===== src/sv/pitt_pkg.sv =====
// Shared types, constants and width helpers for the point-in-triangle test unit.
// No dependencies.
package pitt_pkg;

    localparam int COORD_BITS_DEF     = 16;
    localparam int BARY_FRAC_BITS_DEF = 16;

    localparam int PLANE_TOL_W   = 32;
    localparam int BARY_TOL_W    = 16;
    localparam int BARY_TOL_FRAC = 16;
    localparam int CFG_DATA_W    = 32;
    localparam int CFG_ADDR_W    = 3;
    localparam int QUEUE_DEPTH   = 4;

    localparam logic [PLANE_TOL_W-1:0] PLANE_TOL_RST = PLANE_TOL_W'(1);
    localparam logic [BARY_TOL_W-1:0]  BARY_TOL_RST  = BARY_TOL_W'(1);

    typedef enum logic [0:0] {
        REG_PLANE_TOL = 1'b0,
        REG_BARY_TOL  = 1'b1
    } reg_idx_t;

    typedef enum logic [1:0] {
        VERDICT_INSIDE     = 2'd0,
        VERDICT_OFF_PLANE  = 2'd1,
        VERDICT_OUTSIDE    = 2'd2,
        VERDICT_DEGENERATE = 2'd3
    } verdict_t;

    typedef struct packed {
        logic [PLANE_TOL_W-1:0] plane_tol;
        logic [BARY_TOL_W-1:0]  bary_tol;
    } cfg_t;

    // vector arithmetic wraps at 64 bits
    function automatic int clip64(int w);
        return (w > 64) ? 64 : w;
    endfunction

    function automatic int dot_w(int cb);
        return clip64(2 * (cb + 1) + 2);
    endfunction

endpackage


===== src/sv/pitt_cfg.sv =====
// APB-style register file: plane_tol and bary_tol.
// Depends on pitt_pkg.
module pitt_cfg (
    input  logic                                clk,
    input  logic                                rst_n,
    input  logic                                psel,
    input  logic                                penable,
    input  logic                                pwrite,
    input  logic [pitt_pkg::CFG_ADDR_W-1:0]     paddr,
    input  logic [pitt_pkg::CFG_DATA_W-1:0]     pwdata,
    output logic [pitt_pkg::CFG_DATA_W-1:0]     prdata,
    output logic                                pready,
    output pitt_pkg::cfg_t                      cfg
);

    logic [pitt_pkg::PLANE_TOL_W-1:0] plane_tol_reg;
    logic [pitt_pkg::BARY_TOL_W-1:0]  bary_tol_reg;
    pitt_pkg::reg_idx_t               idx;
    logic                             wr;

    assign idx    = pitt_pkg::reg_idx_t'(paddr[2]);
    assign wr     = psel && penable && pwrite;
    assign pready = 1'b1;

    always_ff @(posedge clk or negedge rst_n)
    begin
        if (!rst_n)
        begin
            plane_tol_reg <= pitt_pkg::PLANE_TOL_RST;
            bary_tol_reg  <= pitt_pkg::BARY_TOL_RST;
        end
        else if (wr)
        begin
            unique case (idx)
                pitt_pkg::REG_PLANE_TOL: plane_tol_reg <= pwdata[pitt_pkg::PLANE_TOL_W-1:0];
                pitt_pkg::REG_BARY_TOL:  bary_tol_reg  <= pwdata[pitt_pkg::BARY_TOL_W-1:0];
            endcase
        end
    end

    always_comb
    begin
        unique case (idx)
            pitt_pkg::REG_PLANE_TOL: prdata = pitt_pkg::CFG_DATA_W'(plane_tol_reg);
            pitt_pkg::REG_BARY_TOL:  prdata = pitt_pkg::CFG_DATA_W'(bary_tol_reg);
        endcase
    end

    assign cfg.plane_tol = plane_tol_reg;
    assign cfg.bary_tol  = bary_tol_reg;

endmodule


===== config.mk =====
export PLATFORM = sky130hd
export DESIGN_NAME = pitt_cfg
export DESIGN_NICKNAME = d
export VERILOG_FILES = /design/src/sv/pitt_pkg.sv /design/src/sv/pitt_cfg.sv
export SDC_FILE = /design/constraint.sdc
export NUM_CORES = 1
export LEC_CHECK = 0
export BUFFER_PORTS_ARGS = -buffer_cell sky130_fd_sc_hd__buf_2
export CELL_PAD_IN_SITES_DETAIL_PLACEMENT = 2
export CELL_PAD_IN_SITES_GLOBAL_PLACEMENT = 2
export CORE_AREA = 4 4 92 94
export DETAILED_ROUTE_END_ITERATION = 10
export DIE_AREA = 0 0 96 98
export PLACE_DENSITY_LB_ADDON = 0.2
export SLEW_MARGIN = 30
export SYNTH_ARGS = -nofsm -noshare
export SYNTH_HDL_FRONTEND = slang
export SYNTH_SLANG_ARGS = --single-unit

===== constraint.sdc =====
create_clock -name clk -period 1.2 [get_ports clk]
set_input_delay 0.06 -clock clk [delete_from_list [all_inputs] [get_ports clk]]
set_output_delay 0.06 -clock clk [all_outputs]
set_load 0.01 [all_outputs]

## Yosys cells after proc, flatten, opt, wreduce, memory -nomap -nowiden

Index checks and enable logic that the tools add are counted.

| storage, ports and cells | value |
|---|---|
| word-level logic and storage cells | 8 |
| flip-flop bits (word level) | 48 |
| output and inout bits | 81 |

| operators by class | value |
|---|---|
| bitwise operators | 1 |
| reductions and logical operators | 4 |
| multiplexer cells | 1 |

Operators with widths:

| kind | count |
|---|---|
| case mux 32 bit (2 select lines) | 1 |
| AND reduction 2 bit | 2 |
| logical AND 1 bit | 2 |
| inverter 1 bit | 1 |

## Logic depth before layout (Yosys ltp)

| logic depth | value |
|---|---|
| word-level depth | 3 |
| depth in mapped cells | 4 |

## Least setup slack after synthesis

Ideal clock, no wire load.

| path | value |
|---|---|
| path type | input to register |
| start point | input paddr[2] (netlist name) |
| end point | register plane_tol_reg[10] (netlist name) |
| setup slack | 0.232 ns |
| arrival time | 0.843 ns |
| setup time | 0.125 ns |
| stages | 4 |
| data required time | 1.075 ns |
| buffers on the path | 2 |
| cells stage by stage | buf_6 > nand4b_4 > buf_6 > mux2_4 |

| on the way | value |
|---|---|
| cells in the longest elaborated chain, start to end | 2 |

Ends and longest elaborated chain:

| element | line | RTL |
|---|---|---|
| from (decl) | pitt_cfg.sv:9 | `input logic [pitt_pkg::CFG_ADDR_W-1:0] paddr,` |
| inverter 1 bit (no source line) | - |  |
| AND reduction 2 bit (no source line) | - |  |
| to (signal assigned) | pitt_cfg.sv:29 | `plane_tol_reg <= pitt_pkg::PLANE_TOL_RST;` |
| to (signal assigned) | pitt_cfg.sv:35 | `pitt_pkg::REG_PLANE_TOL: plane_tol_reg <= pwdata[pitt_pkg::PLANE_TOL_W-1:0];` |
| to (decl) | pitt_cfg.sv:16 | `logic [pitt_pkg::PLANE_TOL_W-1:0] plane_tol_reg;` |

No other way between the ends.
A chain may end at the register's enable or synchronous reset.

## Worst setup path after layout

| path | value |
|---|---|
| start point | register plane_tol_reg[10] (netlist name) |
| end point | output prdata[10] (netlist name) |

| on the way | value |
|---|---|
| cells in the longest elaborated chain, start to end | 1 |

Ends and longest elaborated chain:

| element | line | RTL |
|---|---|---|
| case mux 32 bit (2 select lines) | pitt_cfg.sv:43 | `unique case (idx)` |
| to (decl) | pitt_cfg.sv:11 | `output logic [pitt_pkg::CFG_DATA_W-1:0] prdata,` |

No other way between the ends.

==> results.cfg <==
[outcome]
run_status = completed

[synthesis]
async_reset_ff_share_pct = 100
synth_edf_count = 0
synth.avg_cell_area_sq_um = 16.2
synth_cell_types = 12
synthCells = 140
ys_ff_latch = 48
synth_common_cells = dfrtp_1, mux2_2, mux2_4
synth_largest_area_cell = dfrtp_1
ys.flop_type = dfrtp_1
ys_top_cells_by_area = dfrtp_1, mux2_4, mux2_2
synth_top_area_share_pct = 50.9
synthMostInstantiatedCell = dfrtp_1
synth_seq_area_share_pct = 53.2
syn_area_sq_mm = 0.00226
ys_warn_count = 0
synth_nets = 180

[sta]
fin_crit_ps = 1170
fmax_mhz = 853
final.period_utilization_pct = 97.7
clock_skew_ps = 0
drv_slew = 0
finalHoldViolations = 0
finalHoldWorstSlack_ps = 10.5
rsz0062_at_grt = true
setup_violations = 0

[layout]
area.growth.synth_to_final_pct = 55.7
final_nets = 339
diodes = 0
largest_register_ffs = 32
drive_above_1_share_pct = 70.0
post-route-util_pct = 46.1

[die]
boundaryPins = 121
core.rowCount = 32
die-height_microns = 98
fp.dieArea_sq_mm = 0.00941
core_area_sq_mm = 0.00765
die_w_microns = 96
start_util_pct = 29.6

[clock_network]
cts_tree = built
root_buffer = clkbuf_8
cts_buffer_depth = 2
clk_latency_ps = 290
clkTransAtPathRegs_ps = 90
h-tree-depth = 2
numCtsBuffers = 5
clock_sinks = 48

[job]
maxCapViolCount = 0

[worst_hold_path]
min_from = pwdata[0]
hold_class = primary input to register
holdPathEnd = plane_tol_reg[0]
holdPathStages = 2

[critical_path]
startpoint_type = register
reg2regPathDepth = 2
critPathLaunch = plane_tol_reg[10]
r2r-end = plane_tol_reg[2]
crit_path_end_kind = output pin
r2r_slack_ps = 290
crit_type = register to output pin
cp_max_fo = 3
cp.required_ps = 1140
worstPathArrival_ps = 1110
reg2reg_from = plane_tol_reg[2]

[power]
power_density_mw_per_mm2 = 1570
peakVddDrop_mv = 0.603
total_leakage_power_nw = 1.86

[route]
drt-wirelength-per-cell_microns = 16.9
drc = 0
routed_via_density = 4.34
vias = 1743
first_pass_iters = 4
routed_wl_microns = 6780
ant_nets = 0
drt_iter0_drc = 22

[global_routing]
grt_pass1_wl_microns = 10400
grt_usage_pct = 14.1
grt_max_degree = 49
grt_overflow_total = 0
grt_antenna_before_repair = 0
grt_pass1_vias = 1931

[place]
hpwl_microns = 4620
io_buffer_count = 117
place.gp.congestion = 0.654
-- what timing repair did --
action                                  4_1_cts  5_1_grt
setup buffers                                 0       12
hold buffers                                 25        1
resized for setup                             0       19
endpoints found under the setup margin        0       15
hold endpoints to repair                     75        1
-- worst max-delay path by stage --
stage          slack [ps]  depth (start not counted)           endpoint
2_1_floorplan         230                          4  plane_tol_reg[10]
3_3_place_gp          120                          4  plane_tol_reg[25]
3_5_place_dp          110                          4  plane_tol_reg[25]
4_1_cts                 6                          2          prdata[2]
5_1_grt               -30                          2         prdata[11]
6_report               30                          2         prdata[10]
-- routing by layer --
metal	up-vias	share of wire (%)	track usage [%]	wire [microns]
met5	-	0	0	0
met4	0	0.72	4.05	49
met3	5	7.4	3.62	504
met2	79	51	24.6	3460
met1	861	41	16.7	2760
li1	798	-	-	-
-- stage by stage --
| step | cells | cell area (sq um) | power, mW | TNS [ps] | worst slack, ps |
|---|---|---|---|---|---|
| floorplan | 140 | 2260 | 3.22 | 0 | 232 |
| global placement | 356 | 2970 | 4.00 | 0 | 116 |
| detailed placement | 356 | 2970 | 4.05 | 0 | 107 |
| CTS | 389 | 3330 | 5.30 | 0 | 5.92 |
| global route | 402 | 3520 | 5.90 | -159 | -27.6 |
| finish | 402 | 3520 | 5.54 | 0 | 28.2 |
-- critical path, cell delays in order (launching register included) --
cell and delay, ps:
dfrtp_1 410, mux2_2 280, buf_6 120
-- report_power, final --
| part | switching (mW) | internal (mW) | total [mW] |
|---|---|---|---|
| combinational | 0.853 | 1.27 | 2.13 |
| sequential | 0.274 | 1.99 | 2.26 |
| clock | 0.530 | 0.619 | 1.15 |
-- cell families after synthesis --
group / count (synthesis) / share of synthesized area [%]
buffers and inverters: 9 / 3.43
flip-flops: 48 / 53.2
AND/OR/NAND/NOR: 18 / 6.41
multiplexers: 64 / 36.8
other: 1 / 0.166
-- layout make-up --
cell class / count / area (sq um)
sequential: 48 / 1200
tap: 102 / 128
fill: 786 / 4120
clock inverter: 2 / 35.0
multi-input combinational: 83 / 1000
clock buffer: 6 / 72.6
timing repair buffer: 161 / 1080
-- cells in the final DEF (no fill, tap or decap) --
cell type	instances
mux2_2	29
clkbuf_8	5
buf_4	17
conb_1	1
clkinv_2	1
dfrtp_1	46
nand4_4	1
dfstp_2	2
nor2b_1	16
nand4b_4	1
bufinv_16	1
dlygate4sd3_1	26
buf_6	12
mux2_4	35
buf_2	104
buf_12	2
clkbuf_1	1
No activity file was read; power rests on OpenSTA's default activity.
