[src/sv/pitt_pkg.sv]
// Shared types, constants and width helpers for the point-in-triangle test unit.
// No dependencies.
package pitt_pkg;

    localparam int COORD_BITS_DEF     = 16;
    localparam int BARY_FRAC_BITS_DEF = 16;

    localparam int PLANE_TOL_W   = 32;
    localparam int BARY_TOL_W    = 16;
    localparam int BARY_TOL_FRAC = 16;
    localparam int CFG_DATA_W    = 32;
    localparam int CFG_ADDR_W    = 3;
    localparam int QUEUE_DEPTH   = 4;

    localparam logic [PLANE_TOL_W-1:0] PLANE_TOL_RST = PLANE_TOL_W'(1);
    localparam logic [BARY_TOL_W-1:0]  BARY_TOL_RST  = BARY_TOL_W'(1);

    typedef enum logic [0:0] {
        REG_PLANE_TOL = 1'b0,
        REG_BARY_TOL  = 1'b1
    } reg_idx_t;

    typedef enum logic [1:0] {
        VERDICT_INSIDE     = 2'd0,
        VERDICT_OFF_PLANE  = 2'd1,
        VERDICT_OUTSIDE    = 2'd2,
        VERDICT_DEGENERATE = 2'd3
    } verdict_t;

    typedef struct packed {
        logic [PLANE_TOL_W-1:0] plane_tol;
        logic [BARY_TOL_W-1:0]  bary_tol;
    } cfg_t;

    // vector arithmetic wraps at 64 bits
    function automatic int clip64(int w);
        return (w > 64) ? 64 : w;
    endfunction

    function automatic int dot_w(int cb);
        return clip64(2 * (cb + 1) + 2);
    endfunction

endpackage

[src/sv/pitt_fifo.sv]
// Small register queue between the front and back pipelines.
// Depends on pitt_pkg.
module pitt_fifo #(
    parameter int WIDTH = 8,
    parameter int DEPTH = pitt_pkg::QUEUE_DEPTH
) (
    input  logic             clk,
    input  logic             rst_n,
    input  logic             push,
    input  logic [WIDTH-1:0] push_data,
    output logic             full,
    input  logic             pop,
    output logic [WIDTH-1:0] pop_data,
    output logic             empty
);

    localparam int AW   = (DEPTH > 1) ? $clog2(DEPTH) : 1;
    localparam int CntW = $clog2(DEPTH + 1);

    logic [WIDTH-1:0] mem [DEPTH];
    logic [AW-1:0]    wr_ptr_reg;
    logic [AW-1:0]    rd_ptr_reg;
    logic [CntW-1:0]  count_reg;

    assign full     = count_reg == CntW'(DEPTH);
    assign empty    = count_reg == '0;
    assign pop_data = mem[rd_ptr_reg];

    always_ff @(posedge clk or negedge rst_n)
    begin
        if (!rst_n)
        begin
            wr_ptr_reg <= '0;
            rd_ptr_reg <= '0;
            count_reg  <= '0;
        end
        else
        begin
            if (push)
            begin
                wr_ptr_reg <= (wr_ptr_reg == AW'(DEPTH - 1)) ? '0 : wr_ptr_reg + 1'b1;
            end
            if (pop)
            begin
                rd_ptr_reg <= (rd_ptr_reg == AW'(DEPTH - 1)) ? '0 : rd_ptr_reg + 1'b1;
            end
            if (push && !pop)
            begin
                count_reg <= count_reg + 1'b1;
            end
            else if (pop && !push)
            begin
                count_reg <= count_reg - 1'b1;
            end
        end
    end

    always_ff @(posedge clk)
    begin
        if (push)
        begin
            mem[wr_ptr_reg] <= push_data;
        end
    end

    a_no_overflow: assert property (@(posedge clk) disable iff (!rst_n) push |-> !full)
        else $error("queue push while full");
    a_no_underflow: assert property (@(posedge clk) disable iff (!rst_n) pop |-> !empty)
        else $error("queue pop while empty");
    a_count_up: assert property (@(posedge clk) disable iff (!rst_n)
        push && !pop |=> count_reg == $past(count_reg) + 1'b1)
        else $error("queue count lost a transaction");

endmodule

[config.mk]
export PLATFORM = sky130hd
export DESIGN_NAME = pitt_fifo
export DESIGN_NICKNAME = d
export VERILOG_FILES = /design/src/sv/pitt_pkg.sv /design/src/sv/pitt_fifo.sv
export SDC_FILE = /design/constraint.sdc
export NUM_CORES = 1
export LEC_CHECK = 0
export ABC_AREA = 1
export BUFFER_PORTS_ARGS = -buffer_cell sky130_fd_sc_hd__buf_4
export CAP_MARGIN = 20
export CORE_MARGIN = 8
export CORE_UTILIZATION = 30
export CTS_BUF_LIST = sky130_fd_sc_hd__clkbuf_4
export CTS_CLUSTER_DIAMETER = 100
export DETAILED_ROUTE_END_ITERATION = 10
export SETUP_SLACK_MARGIN = 0.4
export SLEW_MARGIN = 20
export SYNTH_ARGS = -nofsm -noshare
export SYNTH_HDL_FRONTEND = slang
export SYNTH_SLANG_ARGS = --single-unit
[constraint.sdc]
create_clock -name clk -period 1.3 [get_ports clk]
set_input_delay 0 -clock clk [delete_from_list [all_inputs] [get_ports clk]]
set_output_delay 0 -clock clk [all_outputs]
set_load 0.005 [all_outputs]
Word-level counts from Yosys, hierarchy flattened --
Memory sizes are Yosys's and may differ from the RTL's. Index checks and enable logic that the tools add are counted. Widths: inputs -> output; s select.
Word-level totals: flip-flop bits (word level) 7, RAM bits 32, input bits 12, output and inout port bits 10, logic and storage cells 23, memories kept 1
Memory list:
- mem | words 4, width 8, read ports 1, clocked after Yosys merged registers in 0, write ports 1, line pitt_fifo.sv:20 | logic [WIDTH-1:0] mem [DEPTH];
Cells by class: add/subtract/negate cells 4, eq/ne operators 3, muxes and demuxes 6, reduce and logical (&&, ||, !) cells 6
Operators by type and width (count):
- $mux 3 | 2
- $add 2x1->2 const B | 2
- $eq 2x2->1 const B | 2
- $mux 2 | 2
- $add 3x1->3 const B | 1
- $eq 3x3->1 const B | 1
- $logic_not 3->1 | 1
- $sub 3x1->3 const B | 1
- $logic_and 1x1->1 | 2
- $logic_not 1->1 | 2
- $mux 1 | 2
- $reduce_bool 2->1 | 1

Longest topological paths before layout --
Gate-level depths: netlist of the first run.
word-level depth 4, depth in mapped cells 9, gate-level depth less buffers 9

Worst setup path before layout of the first run --
No wires, ideal clock.
kind register to register, start point register count_reg[0], end point register count_reg[2], setup time 0.117 ns, data arrival time 1.083 ns, required time 1.183 ns, slack 0.100 ns, stages on the path, launching flop included 6, buffers on the path 0, clock period less this slack 1.200 ns, cell sequence dfrtp_1 fa_1 nand2_1 nand3_1 nand2_1 nand2_1
Between the ends: longest elaborated chain between the ends 3, elaborated cells between the ends (all ways) 4, those cells by class add/sub: 2; mux: 2
RTL lines:
- start: declaration | line pitt_fifo.sv:23 | logic [CntW-1:0] count_reg;
- start signal: assignment | line pitt_fifo.sv:49 | count_reg <= count_reg + 1'b1;
- start signal: assignment | line pitt_fifo.sv:53 | count_reg <= count_reg - 1'b1;
- $sub 3x1->3 | line pitt_fifo.sv:53
- $mux 3 | line pitt_fifo.sv:51 | else if (pop && !push)
- $mux 3 (*) | line pitt_fifo.sv:47 | if (push && !pop)
Every way passes the cells marked *; elsewhere a longest branch is shown, timed or not. The select of a mux whose other input is x is not followed. A chain may end at the register's enable or synchronous reset.

Worst setup path in the final report of the first run --
start point register rd_ptr_reg[0], end point output port pop_data[4]
Between the ends: longest elaborated chain between the ends 1
RTL lines:
- start: declaration | line pitt_fifo.sv:22 | logic [AW-1:0] rd_ptr_reg;
- start signal: assignment | line pitt_fifo.sv:45 | rd_ptr_reg <= (rd_ptr_reg == AW'(DEPTH - 1)) ? '0 : rd_ptr_reg + 1'b1;
- $mem_v2 4x8
- end: declaration | line pitt_fifo.sv:13 | output logic [WIDTH-1:0] pop_data,
Every way passes these cells.

==> results of run 1 <==
## worst max-delay path, cell delays in order, from the launching register on
cell and delay, ns:
dfrtp_1 0.42, inv_4 0.12, buf_8 0.14, nand2_2 0.04, o211ai_1 0.07, nand2_1 0.12, buf_6 0.13
## synth_stat cells
| library cell | n |
|---|---|
| ha_1 | 6 |
| nand3_1 | 1 |
| nor3_1 | 2 |
| edfxtp_1 | 32 |
| o21ai_0 | 3 |
| o211ai_1 | 16 |
| buf_4 | 1 |
| fa_1 | 1 |
| nor2_1 | 1 |
| inv_2 | 2 |
| dfrtp_1 | 7 |
| xnor2_1 | 1 |
| o21ai_1 | 1 |
| buf_6 | 2 |
| inv_1 | 27 |
| nand2_1 | 40 |
| clkbuf_8 | 1 |
| nand4_1 | 1 |
## kinds of logic (layout without fill, tap and decap cells)
| family | Yosys count | in the layout |
|---|---|---|
| fa+ha+maj | 7 | 7 |
| compound gates | 20 | 20 |
| simple gates | 45 | 45 |
| xor+xnor | 1 | 1 |
| buf+inv | 33 | 81 |
| flops | 39 | 39 |
## metrics by stage
stage | util, % | cell area (um^2) | hold slack (ns)
finish | 44.1 | 2430 | -0.138
global route | 44.1 | 2430 | -0.136
CTS | 41.9 | 2300 | -0.134
detailed placement | 35.5 | 1950 | -0.181
global placement | 35.5 | 1950 | -0.181
floorplan | - | 1730 | -0.296
## timing repair
action,4_1_cts,5_1_grt
buffers inserted,7,1
endpoints found under the setup margin,48,55
pin swaps,7,6
gates cloned,0,2
hold endpoints to repair,43,2
gates resized for setup,38,23
## power by group
group | switching [mW] | total [mW] | internal (mW)
Combinational | 1.06 | 2.25 | 1.19
Sequential | 0.173 | 1.82 | 1.64
Clock | 0.356 | 0.609 | 0.253
## how the worst min path moves through the flow
stage | cells after the start | endpoint
2_1_floorplan | 0 | count_reg[0]
3_3_place_gp | 1 | count_reg[0]
3_5_place_dp | 1 | count_reg[0]
4_1_cts | 2 | rd_ptr_reg[1]
5_1_grt | 2 | rd_ptr_reg[1]
6_report | 2 | rd_ptr_reg[1]
## final cells by class
cell class,instances,area [um^2]
fillers,496,3080
flip-flops and latches,39,1140
multi-input cells,73,547
repair buffers,44,448
inverters,29,144
well taps,72,90.1
clock buffers,7,52.6
clock inverters,1,5.00
## per-layer routing
metal / global-route usage, % / up-vias / routed length, um
li1: - / 577 / -
met4: 4.50 / 0 / 63
met5: 0 / - / 0
met3: 2.30 / 4 / 95
met1: 8.18 / 547 / 1340
met2: 14.7 / 12 / 1780
==> impl_metrics.yaml, run 1 <==
critical_path:
  crit_type: "reg -> out"
  worstPathRequired_ns: 1.30
  worstPathMaxFanout: 7
  crit_start: "rd_ptr_reg[0]"
  reg2reg_depth: 5
  r2r_setup_slack_ns: 0.10
  cp-end-kind: "output pin"
  worstPathArrival_ns: 1.36
  r2r_start: "count_reg[1]"
  start_kind: "flip-flop"
  r2r-end: "count_reg[2]"
  endpoint: "pop_data[4]"
clocking:
  cts_tree: "yes"
  h-tree-depth: 2
  cts_buffer_depth: 2
  numClockSinks: 39
  numCtsBuffers: 5
  clockRootBuffer: "clkbuf_4"
  clk_latency_ns: 0.33
  hold_buffers: 11
  cts.clk_slew.worst_paths_ns: 0.10
sta:
  hold_slack_ns: -0.138
  setup_ws_ns: -0.0629
  slew-limit-headroom_pct: 87.5
  fin_crit_ns: 1.36
  hold_viol: 2
  max_freq_ghz: 0.734
  clock_skew_ns: 0.0100
  slew_viol_final: 0
  post-route-period-util_pct: 105
  rsz0062_at_grt: "yes"
  tns_ns: -0.328
  worst_pin_slew_ns: 0.188
  setup_viol: 8
final_layout:
  diodes: 0
  layout.cells.non_filler: 265
  final_common_cell: "edfxtp_1"
  drive_above_1_share_pct: 38.9
  area_delta_synth_final_pct: 42.1
  nets: 211
  largest_reg_flops: 32
  layout_common_cells: "edfxtp_1, nand2_1, buf_4"
grt:
  grt_max_degree: 21
  track_usage_pct: 8.12
  antenna_found_initial: 0
  grt_pass1_wl_um: 5410
  grt-ovfl-total: 0
  grt_pass1_vias: 1154
logic_synthesis:
  syn-num-nets: 164
  syn_avg_cell_area_um2: 11.8
  syn_inst: 145
  yosysTopAreaCell: "edfxtp_1"
  synth_seq_area_share_pct: 66.5
  yosys_warnings: 0
  ys_types: 18
  synth_top_family_by_area: "simple AND/OR/NAND/NOR gates"
  syn_area_um2: 1710
  synth_compound_area_share_pct: 8.21
  ys_seq_elements: 39
  ys_top_cells_by_area: "edfxtp_1, dfrtp_1, nand2_1"
  synth_mux_area_share_pct: 0
  synth_fa_ha_area_share_pct: 5.57
  synthXorXnorAreaFrac_pct: 0.513
  synth_top_area_share_pct: 56.3
  synth_simple_gate_area_share_pct: 10.3
detailed_routing:
  via_per_inst: 4.30
  drc_errors: 0
  dr.pass1.iters: 4
  drt_iter0_markers: 54
  avgRoutedWirePerCell_um: 12.4
  ant_nets: 0
  vias: 1140
  drt-total-wl_um: 3280
power:
  p_per_area_nw_per_um2: 1930
  report.power.total_mw: 4.67
  cellLeakagePower_nw: 1.04
  peakVddDrop_mv: 0.632
floorplan:
  start_util_pct: 31.0
  dieArea_um2: 8360
  die_w_um: 91.5
  core_area_um2: 5510
  io_pins: 22
  fp.dieH_um: 91.5
  row_count: 27
placed_design:
  gp_congestion: 0.740
  place_ws_ns: 0.120
  place_inst: 237
  portBuffers: 21
  dp_hpwl_um: 2030
hold_path:
  hold_start: "pop"
  min_path_type: "in -> reg"
run_status:
  status: "finished, violations left"
  failed_checks: "hold timing, setup timing"
run:
  cap_violations: 0
No activity file was read; power rests on OpenSTA's default activity.
==> run 2, diff against run 1 <==
--- a/config.mk
+++ b/config.mk
@@ -9,10 +9,11 @@
 export BUFFER_PORTS_ARGS = -buffer_cell sky130_fd_sc_hd__buf_4
 export CAP_MARGIN = 20
 export CORE_MARGIN = 8
-export CORE_UTILIZATION = 30
+export CORE_UTILIZATION = 60
 export CTS_BUF_LIST = sky130_fd_sc_hd__clkbuf_4
 export CTS_CLUSTER_DIAMETER = 100
 export DETAILED_ROUTE_END_ITERATION = 10
+export PLACE_DENSITY = 0.82
 export SETUP_SLACK_MARGIN = 0.4
 export SLEW_MARGIN = 20
 export SYNTH_ARGS = -nofsm -noshare
==> constraint.sdc (replaced) <==
create_clock -name clk -period 1.7 [get_ports clk]
set_input_delay 0 -clock clk [delete_from_list [all_inputs] [get_ports clk]]
set_output_delay 0 -clock clk [all_outputs]
set_load 0.005 [all_outputs]
==> impl_metrics.yaml, run 2 (synthesis gave the netlist of run 1 again) <==
critical_path:
  worstPathRequired_ns: 1.70
  worstPathMaxFanout: 17
  cp-end-kind: "output pin"
  crit_type: "reg -> out"
  worstPathArrival_ns: 1.37
  start_kind: "flip-flop"
final_layout:
  final_common_cell: "nand2_1"
  layout_common_cells: "nand2_1, edfxtp_1, buf_4"
  largest_reg_flops: 32
  diodes: 0
  area_delta_synth_final_pct: 22.6
  nets: 202
  drive_above_1_share_pct: 25.5
sta:
  max_freq_ghz: 0.728
  setup_viol: 0
  clock_skew_ns: 0.0101
  setup_ws_ns: 0.327
  tns_ns: 0
  hold_slack_ns: -0.113
  rsz0062_at_grt: "yes"
  worst_pin_slew_ns: 0.351
  slew-limit-headroom_pct: 76.5
  hold_viol: 2
  fin_crit_ns: 1.37
  slew_viol_final: 0
  post-route-period-util_pct: 80.8
clocking:
  numCtsBuffers: 5
  hold_buffers: 11
  cts_buffer_depth: 2
  clockRootBuffer: "clkbuf_4"
  cts_tree: "yes"
  numClockSinks: 39
  cts.clk_slew.worst_paths_ns: 0.10
  h-tree-depth: 2
  clk_latency_ns: 0.35
floorplan:
  dieArea_um2: 4810
  row_count: 19
  die_w_um: 69.4
  start_util_pct: 62.5
  core_area_um2: 2730
  fp.dieH_um: 69.4
  io_pins: 22
grt:
  track_usage_pct: 14.9
  grt_pass1_wl_um: 5710
  use_met2_pct: 23.9
  antenna_found_initial: 0
  grt_max_degree: 18
  grt-ovfl-total: 0
  use_met3_pct: 5.87
  top_usage_layer: "met2"
  grt.met1_usage_pct: 16.6
  grt_pass1_vias: 1202
detailed_routing:
  vias: 1154
  avgRoutedWirePerCell_um: 15.5
  via_per_inst: 5.37
  dr.pass1.iters: 4
  ant_nets: 0
  drt_iter0_markers: 27
  drc_errors: 0
  drt-total-wl_um: 3340
placed_design:
  dp_hpwl_um: 2090
  portBuffers: 21
  place_ws_ns: 0.345
  gp_congestion: 0.839
hold_path:
  min_path_type: "in -> reg"
power:
  cellLeakagePower_nw: 0.895
  p_per_area_nw_per_um2: 1430
  peakVddDrop_mv: 1.30
run_status:
  failed_checks: "hold timing"
  status: "finished, violations left"
run:
  cap_violations: 0
[run 2: cell types whose count changed in the layout (fill, tap and decap cells not counted), sizes merged]
cell         change
dlygate4sd3      +1
inv              -2
buf              -9
clkinvlp         +3
clkbuf           -3
clkinv           +1
[run 2: power breakdown]
part,internal [mW],switching [mW],total [mW]
Clock,0.171,0.279,0.450
Combinational,0.503,0.603,1.11
Sequential,1.26,0.177,1.43
[run 2: worst max-delay path, cell delays in order, from the launching register on]
cell and delay, ns:
dfrtp_2 0.49, inv_6 0.15, nand2_1 0.08, o211ai_1 0.09, nand2_1 0.09, buf_4 0.14
[run 2: area by class of cell]
type,instances,area [um^2]
clock buffer,6,45.0
clock inverter,2,8.76
fill,173,641
inverter,29,128
multi-input combinational,73,444
sequential,39,1140
tap,31,38.8
timing repair buffer,34,283
timing repair inverter,1,6.26
[run 2: what timing repair did]
action	in CTS	in global routing
gates resized for setup	12	7
endpoints found under the setup margin	32	33
endpoints found under the hold margin	43	2
buffers inserted	0	2
cloned	1	0
[run 2: stage by stage]
| stage | area (um^2) | cells | power (mW) | util, % |
|---|---|---|---|---|
| finish | 2090 | 215 | 2.99 | 76.6 |
| detailed placement | 1860 | 193 | 2.40 | 68.1 |
| CTS | 2050 | 213 | 2.93 | 75.1 |
| floorplan | 1710 | 145 | 2.03 | - |
| global placement | 1860 | 193 | 2.32 | 68.1 |
| global route | 2090 | 215 | 3.21 | 76.6 |
[run 2: per-layer routing]
metal,up-vias,share of wire [%]
li1,563,-
met1,538,41
met5,-,0
met4,0,3.4
met3,12,5.2
met2,41,50
[run 2: final timing paths]
check                         startpoint       endpoint  slack [ns]  cells past startpoint
hold / removal                       pop  rd_ptr_reg[1]       -0.11                      2
min in group asynchronous          rst_n  wr_ptr_reg[1]        0.62                      3
hold reg to reg             count_reg[2]   count_reg[2]        0.53                      2
setup / recovery           rd_ptr_reg[0]    pop_data[4]        0.33                      5
max in group asynchronous          rst_n  rd_ptr_reg[1]        0.79                      3
setup reg to reg           wr_ptr_reg[1]      mem[1][0]        0.41                      4
